[src/rtl/core/ffba_pkg.sv]
`timescale 1ns / 1ps
package ffba_pkg;

   localparam logic [7:0] POOL_BYTES_MAX = 8'd255;
   localparam logic [7:0] POOL_RESET = 8'd80;

   localparam logic ACT_ALLOC = 1'b0;
   localparam logic ACT_RELEASE = 1'b1;

   localparam logic [1:0] ST_OK = 2'd0;
   localparam logic [1:0] ST_NO_MEMORY = 2'd1;
   localparam logic [1:0] ST_BAD_OFFSET = 2'd2;

   typedef struct packed {
      logic       action;
      logic [7:0] request_bytes;
      logic [7:0] release_offset;
   } req_type;

   typedef struct packed {
      logic [7:0] block_offset;
      logic [1:0] status;
      logic [7:0] bytes_taken;
   } rsp_type;

   typedef struct packed {
      logic       valid;
      logic       free;
      logic [7:0] start;
      logic [7:0] length;
   } cell_data_type;

   typedef struct packed {
      logic [7:0] where;
      logic [7:0] rem_start;
      logic [7:0] rem_length;
      logic       left;
      logic       right;
      logic       wr_rem;
   } plan_type;

   typedef struct packed {
      logic       eval;
      logic       apply;
      logic [7:0] need;
      logic [7:0] offset;
      logic       full;
      logic       take_tab;
      logic       take_tail;
      logic       rel_go;
      logic [7:0] tail;
      plan_type   plan;
   } ctrl_type;

endpackage

[src/rtl/core/ffba_cell.sv]
`timescale 1ns / 1ps
module ffba_cell (
   input  logic                   clock,
   input  logic                   reset,
   input  ffba_pkg::ctrl_type     ctrl,
   input  ffba_pkg::cell_data_type prev,
   input  ffba_pkg::cell_data_type next1,
   input  ffba_pkg::cell_data_type next2,
   input  logic                   sel_self,
   input  logic                   sel_prev,
   input  logic                   ge_self,
   output ffba_pkg::cell_data_type data,
   output logic                   cand,
   output logic                   match,
   output ffba_pkg::plan_type     plan
);
   import ffba_pkg::*;

   cell_data_type data_ff, data_in;
   logic          cand_ff, cand_in;
   logic          match_ff, match_in;
   plan_type      plan_ff, plan_in;
   logic          nf, f2;
   logic [8:0]    avail, rem;

   always_comb begin
      nf = next1.valid & next1.free;
      f2 = next2.valid & next2.free;
      avail = {1'b0, data_ff.length} + (nf ? {1'b0, next1.length} : 9'd0);
      rem = avail - {1'b0, ctrl.need};
      cand_in = data_ff.valid & data_ff.free & (avail >= {1'b0, ctrl.need})
         & (ctrl.need != 8'd0)
         & !(!nf && (data_ff.length > ctrl.need) && ctrl.full);
      match_in = data_ff.valid & (data_ff.start == ctrl.offset);
      plan_in.where = data_ff.start;
      plan_in.rem_start = data_ff.start + ctrl.need;
      plan_in.rem_length = rem[7:0];
      plan_in.left = nf & (f2 | (rem == 9'd0));
      plan_in.right = !nf & (rem != 9'd0);
      plan_in.wr_rem = (rem != 9'd0) & !(nf & f2);
   end

   always_comb begin
      data_in = data_ff;
      if (ctrl.take_tab) begin
         if (sel_self) begin
            data_in.length = ctrl.need;
            data_in.free = 1'b0;
         end else if (sel_prev) begin
            if (ctrl.plan.wr_rem) begin
               data_in = '{valid: 1'b1, free: 1'b1, start: ctrl.plan.rem_start,
                           length: ctrl.plan.rem_length};
            end else if (ctrl.plan.left) begin
               data_in = '{valid: next1.valid, free: next1.free,
                           start: ctrl.plan.rem_start,
                           length: next1.length + ctrl.plan.rem_length};
            end
         end else if (ge_self) begin
            if (ctrl.plan.left) begin
               data_in = next1;
            end else if (ctrl.plan.right) begin
               data_in = prev;
            end
         end
      end
      if (ctrl.take_tail && !data_ff.valid && prev.valid) begin
         data_in = '{valid: 1'b1, free: 1'b0, start: ctrl.tail, length: ctrl.need};
      end
      if (ctrl.rel_go && match_ff) begin
         data_in.free = 1'b1;
      end
   end

   always_ff @(posedge clock) begin
      if (reset) begin
         data_ff.valid <= 1'b0;
      end else if (ctrl.apply) begin
         data_ff.valid <= data_in.valid;
      end
      if (ctrl.apply) begin
         data_ff.free <= data_in.free;
         data_ff.start <= data_in.start;
         data_ff.length <= data_in.length;
      end
      if (ctrl.eval) begin
         cand_ff <= cand_in;
         match_ff <= match_in;
         plan_ff <= plan_in;
      end
   end

   assign data = data_ff;
   assign cand = cand_ff;
   assign match = match_ff;
   assign plan = plan_ff;

endmodule

[config.mk]
export PLATFORM = sky130hd
export DESIGN_NAME = ffba_cell
export DESIGN_NICKNAME = d
export VERILOG_FILES = /design/src/rtl/core/ffba_pkg.sv /design/src/rtl/core/ffba_cell.sv
export SDC_FILE = /design/constraint.sdc
export NUM_CORES = 1
export LEC_CHECK = 0
export ABC_AREA = 1
export BUFFER_PORTS_ARGS = -buffer_cell sky130_fd_sc_hd__buf_2
export CAP_MARGIN = 25
export CORE_MARGIN = 4
export CORE_UTILIZATION = 45
export DETAILED_ROUTE_END_ITERATION = 8
export PLACE_DENSITY = 0.86
export SYNTH_ARGS = -nofsm -noshare
export SYNTH_HDL_FRONTEND = slang
export SYNTH_SLANG_ARGS = --single-unit
[constraint.sdc]
create_clock -name clock -period 3.4 [get_ports clock]
set_input_delay 0.51 -clock clock [delete_from_list [all_inputs] [get_ports clock]]
set_output_delay 0.51 -clock clock [all_outputs]
set_load 0.02 [all_outputs]
Yosys cells after proc, flatten, opt, wreduce, memory -nomap -nowiden
Index checks and enable logic that the tools add are counted.
- input port bits: 116
- bits in registers: 47
- bitwise logic cells: 12
- magnitude comparators: 2
- reduce and logical (&&, ||, !) cells: 23
- add/subtract/negate cells: 4
- multiplexer cells: 13
- equality and inequality tests: 5
- operator list (kind ; count):
    18-bit two-way mux ; 8
    8-bit two-way mux ; 3
    8-bit adder ; 2
    1-bit AND ; 11
    5-bit AND reduction ; 2
    5-bit nonzero test ; 2
    8-bit by 8-bit adder with 9-bit output ; 1
    9-bit by 8-bit greater-or-equal comparator with 1-bit output ; 1
    9-bit zero test ; 1
    9-bit nonzero test ; 1
    9-bit by 8-bit subtractor with 9-bit output ; 1
    8-bit equality test ; 1
    8-bit greater-than comparator ; 1
    4-bit nonzero test ; 2
    8-bit nonzero test ; 1
    6-bit by 4-bit inequality test with 1-bit output (second input constant) ; 1
    6-bit AND reduction ; 1
    3-bit nonzero test ; 2
    6-bit nonzero test ; 1
    1-bit logical AND ; 5
    5-bit by 4-bit inequality test with 1-bit output (second input constant) ; 1
    1-bit zero test ; 4
    4-bit by 3-bit inequality test with 1-bit output (second input constant) ; 1
    1-bit two-way mux ; 2
    other kinds (3) ; 3

Longest topological paths before layout
- depth after elaboration: 7
- mapped depth: 21

Worst setup path after synthesis
OpenSTA, ideal clock, no wires.
- path type: input to register
- start: input port next1[16] (netlist name)
- end: register plan_ff (netlist bit plan[0]) (data pin)
- slack: 0.058 ns
- data arrival time: 3.087 ns
- cell stages on the path: 19
- cell sequence: nand2_1 > clkbuf_1 > nor2_1 > ha_1 > fa_1 > nand3_1 > nand3_1 > a31oi_1 > xnor2_1 > ha_1 > nand2_1 > inv_1 > a21oi_1 > nand2_1 > nand2_1 > nand3_1 > nor2_2 > nand2_1 > o21a_1
- RTL lines (element ; line ; text):
    from (decl) ; ffba_cell.sv:7 ; input ffba_pkg::cell_data_type next1,
    to (signal assigned) ; ffba_cell.sv:88 ; plan_ff <= plan_in;
    to (decl) ; ffba_cell.sv:22 ; plan_type plan_ff, plan_in;

==> flow_results.xml <==
<?xml version="1.0" encoding="UTF-8"?>
<metrics>
  <group name="timing">
    <metric name="postLayoutSetupSlackWorst" unit="ns">0.2665</metric>
    <metric name="hold_viol" unit="">0</metric>
    <metric name="max_freq" unit="MHz">319.1</metric>
    <metric name="grt_setup_unrepaired" unit="">no</metric>
    <metric name="period_share" unit="">0.9216</metric>
    <metric name="fin_worst_skew" unit="ns">0.01176</metric>
    <metric name="finalSetupViolations" unit="">0</metric>
    <metric name="tightest_slew" unit="ns">0.6316</metric>
    <metric name="max-slew-margin-rel" unit="">0.5774</metric>
    <metric name="maxSlewViolCount" unit="">0</metric>
    <metric name="min_period" unit="ns">3.133</metric>
    <metric name="final.hold.worst_slack" unit="ns">0.3683</metric>
  </group>
  <group name="worst_setup_path">
    <metric name="crit_required" unit="ns">3.47</metric>
    <metric name="worst-path-max-fanout" unit="">5</metric>
    <metric name="critPathSlowestCell" unit="">fa_1</metric>
    <metric name="critPathBufInv" unit="">2</metric>
    <metric name="setup.worst_path.end_class" unit="">flop</metric>
    <metric name="critical_path_arrival" unit="ns">3.20</metric>
    <metric name="crit_path_start_kind" unit="">input port</metric>
    <metric name="cpPeakStageDelay" unit="ns">0.40</metric>
    <metric name="cell_seen_most_often_among_critical_path_stages" unit="">nand2_1</metric>
    <metric name="setup.worst_path.class" unit="">in2reg</metric>
    <metric name="critical_path.cell_chain" unit="">buf_2, nand2_1, nor2_1, ha_1, fa_1, nand3_1, nand3_1, a31oi_1, xnor2_1, ha_1, nand2_1, inv_1, a21oi_1, nand2_1, nand2_1, nand3_1, nor2_2, nand2_1, o21a_1</metric>
    <metric name="timing.critical_path.max_delay_family" unit="">simple AND/OR/NAND/NOR gates</metric>
  </group>
  <group name="yosys">
    <metric name="main_area_contributors_after_synthesis" unit="">edfxtp_1, nand2_1, ha_1</metric>
    <metric name="ys_types" unit="">36</metric>
    <metric name="synth_top_area_share" unit="">0.3461</metric>
    <metric name="synth_top_flop_cell" unit="">edfxtp_1</metric>
    <metric name="ys_seq_area_frac" unit="">0.3511</metric>
    <metric name="synth.avg_cell_area" unit="um2">7.857</metric>
    <metric name="yosys.area.top_type" unit="">edfxtp_1</metric>
    <metric name="asyncSetResetFlopFracSynth" unit="">0</metric>
    <metric name="synthSimpleGateAreaFrac" unit="">0.2201</metric>
    <metric name="synth_compound_area_frac" unit="">0.1285</metric>
    <metric name="synth_xor_xnor_area_share" unit="">0.05705</metric>
    <metric name="syn_area" unit="um2">3991</metric>
    <metric name="fraction_of_the_mapped_netlist_area_in_adder_cells" unit="">0.1392</metric>
    <metric name="synth_enable_flop_cells" unit="">46</metric>
    <metric name="synthMuxAreaShare" unit="">0.007524</metric>
    <metric name="synth_fp_nets" unit="">666</metric>
    <metric name="ys.warnings.count" unit="">0</metric>
    <metric name="postSynthRegisterBits" unit="">47</metric>
    <metric name="main_combinational_cell_family_by_area_after_synthesis" unit="">simple AND/OR/NAND/NOR gates</metric>
    <metric name="synthCells" unit="">508</metric>
  </group>
  <group name="die">
    <metric name="top_level_ports" unit="">163</metric>
    <metric name="die_width" unit="um">102.2</metric>
    <metric name="row_count" unit="">34</metric>
    <metric name="core-area" unit="um2">8678</metric>
    <metric name="initial_core_util" unit="">0.4599</metric>
    <metric name="fp.dieH" unit="um">102.2</metric>
    <metric name="design.die.area" unit="um2">10440</metric>
  </group>
  <group name="pwr">
    <metric name="vdd_drop_max" unit="mV">0.1631</metric>
    <metric name="power.leakage" unit="nW">2.530</metric>
    <metric name="power-per-cell-area" unit="nW/um2">354.2</metric>
  </group>
  <group name="cells_and_area">
    <metric name="layout.filler_cells" unit="">791</metric>
    <metric name="finish.net_count" unit="">811</metric>
    <metric name="areaGrowthSynthToFinish" unit="%">23.35</metric>
    <metric name="final_util" unit="">0.5673</metric>
    <metric name="layout.cells.most_common_list" unit="">buf_2, nand2_1, inv_1</metric>
    <metric name="final_layout_size_suffix_gt1_frac" unit="">0.2599</metric>
    <metric name="antenna_cells" unit="">0</metric>
    <metric name="mostFrequentLayoutCell" unit="">buf_2</metric>
    <metric name="multiInputGateArea" unit="um2">2205</metric>
    <metric name="layout.cells.non_filler" unit="">762</metric>
    <metric name="layout.area.seq" unit="um2">1401</metric>
  </group>
  <group name="clock_tree">
    <metric name="number_of_buffers_created_by_cts" unit="">5</metric>
    <metric name="cts-root-buf" unit="">clkbuf_8</metric>
    <metric name="cts_num_sinks" unit="">47</metric>
    <metric name="cts.clk_slew.worst_paths" unit="ns">0.10</metric>
    <metric name="clock_path_buffers" unit="">2</metric>
    <metric name="postCtsSetupRepairBufs" unit="">0</metric>
    <metric name="cts_repair_resize_count" unit="">0</metric>
    <metric name="insertion_delay" unit="ns">0.30</metric>
    <metric name="clock_tree_from_tritoncts" unit="">yes</metric>
    <metric name="post_cts_hold_buffer_count" unit="">0</metric>
    <metric name="h-tree-depth" unit="">2</metric>
  </group>
  <group name="grt">
    <metric name="maximum_number_of_pins_on_one_net_before_global_route_repair" unit="">30</metric>
    <metric name="grt_pass1_wl" unit="um">17190</metric>
    <metric name="antenna_found_initial" unit="">0</metric>
    <metric name="grt_use_total" unit="">0.2058</metric>
    <metric name="first_global_vias" unit="">3785</metric>
    <metric name="gr_overflow_total" unit="">0</metric>
  </group>
  <group name="drt">
    <metric name="detail_route.vias_per_cell" unit="">5.105</metric>
    <metric name="final_antenna_net_count" unit="">0</metric>
    <metric name="firstDrtPassIters" unit="">5</metric>
    <metric name="drc" unit="">0</metric>
    <metric name="wl" unit="um">10670</metric>
    <metric name="routed_wire_length_per_instance" unit="um">14.01</metric>
    <metric name="vias" unit="">3890</metric>
    <metric name="number_of_violations_reported_at_the_end_of_detailed_routing_iteration_0" unit="">222</metric>
  </group>
  <group name="run_status">
    <metric name="status" unit="">completed</metric>
  </group>
  <group name="run">
    <metric name="max_cap_viol_count" unit="">0</metric>
  </group>
  <group name="min_path">
    <metric name="worst_hold_path_type" unit="">in2reg</metric>
  </group>
  <group name="placed_design">
    <metric name="pre_cts_slack" unit="ns">-0.06978</metric>
    <metric name="place.detailed.instances" unit="">754</metric>
    <metric name="hpwl_after_detailed_placement" unit="um">8985</metric>
    <metric name="numPortBuffers" unit="">138</metric>
    <metric name="gp_congestion" unit="">0.9289</metric>
  </group>
</metrics>
-- sequential cells by signal, indices dropped and copies added, names as in the netlist --
| register | flops |
|---|---|
| plan | 27 |
| match | 1 |
| cand | 1 |
| data | 18 |
-- path summary, 6_finish.rpt --
path | slack [ns] | to | cells after the start | from
worst max register to register | 0.34 | plan[0] | 16 | data[0]
worst max-delay path | 0.27 | plan[0] | 19 | next1[16]
worst min register to register | 0.55 | plan[24] | 0 | data[13]
worst min-delay path | 0.37 | data[17] | 2 | reset
-- power breakdown --
part           internal [mW]  total [mW]  switching [mW]  leakage [nW]
clock                  0.145       0.334           0.188        0.0452
sequential             0.710       0.736          0.0262         0.451
combinational          0.266       0.674           0.408          2.03
-- cells in the mapped netlist (2+ instances only) --
master	n
nand2_1	130
inv_1	75
o21a_1	3
o211ai_1	9
a211oi_1	2
xnor2_1	16
mux2i_1	3
fa_1	4
o21ai_0	25
nor4_1	2
buf_2	5
a221o_1	5
nor2_4	2
ha_1	38
inv_2	3
o22ai_1	2
nor2_1	41
xor2_1	10
edfxtp_1	46
clkbuf_1	2
nand3_1	24
nor2_2	4
a21oi_1	31
nand4_1	7
buf_4	8
-- through the flow --
stage | setup TNS [ns] | instance area, um2 | power (mW)
after floorplan | 0 | 3991 | 1.192
after global placement | 0 | 4837 | 1.395
after detailed placement | -0.06978 | 4837 | 1.420
after CTS | 0 | 4923 | 1.749
after global routing | 0 | 4923 | 1.868
final | 0 | 4923 | 1.744
-- layout make-up --
| class | count | area share |
|---|---|---|
| Inverter | 78 | 0.05947 |
| Multi-Input combinational cell | 368 | 0.4478 |
| Sequential cell | 47 | 0.2846 |
| Tap cell | 108 | 0.02745 |
| Clock buffer | 6 | 0.01474 |
| Clock inverter | 2 | 0.002795 |
| Timing Repair Buffer | 153 | 0.1632 |
-- worst register-to-register path, stage by stage, from the launching register on --
cell and delay (ns):
edfxtp_1 0.45, ha_1 0.26, fa_1 0.40, nand3_1 0.08
nand3_1 0.10, a31oi_1 0.18, xnor2_1 0.15, ha_1 0.30
nand2_1 0.10, inv_1 0.04, a21oi_1 0.18, nand2_1 0.10
nand2_1 0.08, nand3_1 0.09, nor2_2 0.11, nand2_1 0.10
o21a_1 0.12
-- logic make-up after synthesis --
family                     Yosys count
and+or+nand+nor                    212
DFF                                 47
xor gates and xnor gates            26
AOI/OAI and AO/OA                   85
buffers and inverters               93
adders and majority gates           42
muxes                                3
-- metal layers --
| metal | share of wire | vias to the layer above | GRT usage | wire length [um] |
|---|---|---|---|---|
| met1 | 0.43 | 1735 | 0.2715 | 4608 |
| li1 | - | 1977 | - | - |
| met2 | 0.47 | 151 | 0.3478 | 5017 |
| met3 | 0.072 | 27 | 0.03276 | 768 |
| met5 | 0 | - | 0 | 0 |
| met4 | 0.026 | 0 | 0.06357 | 279 |
Note: power is estimated with default switching activity, not from simulation.
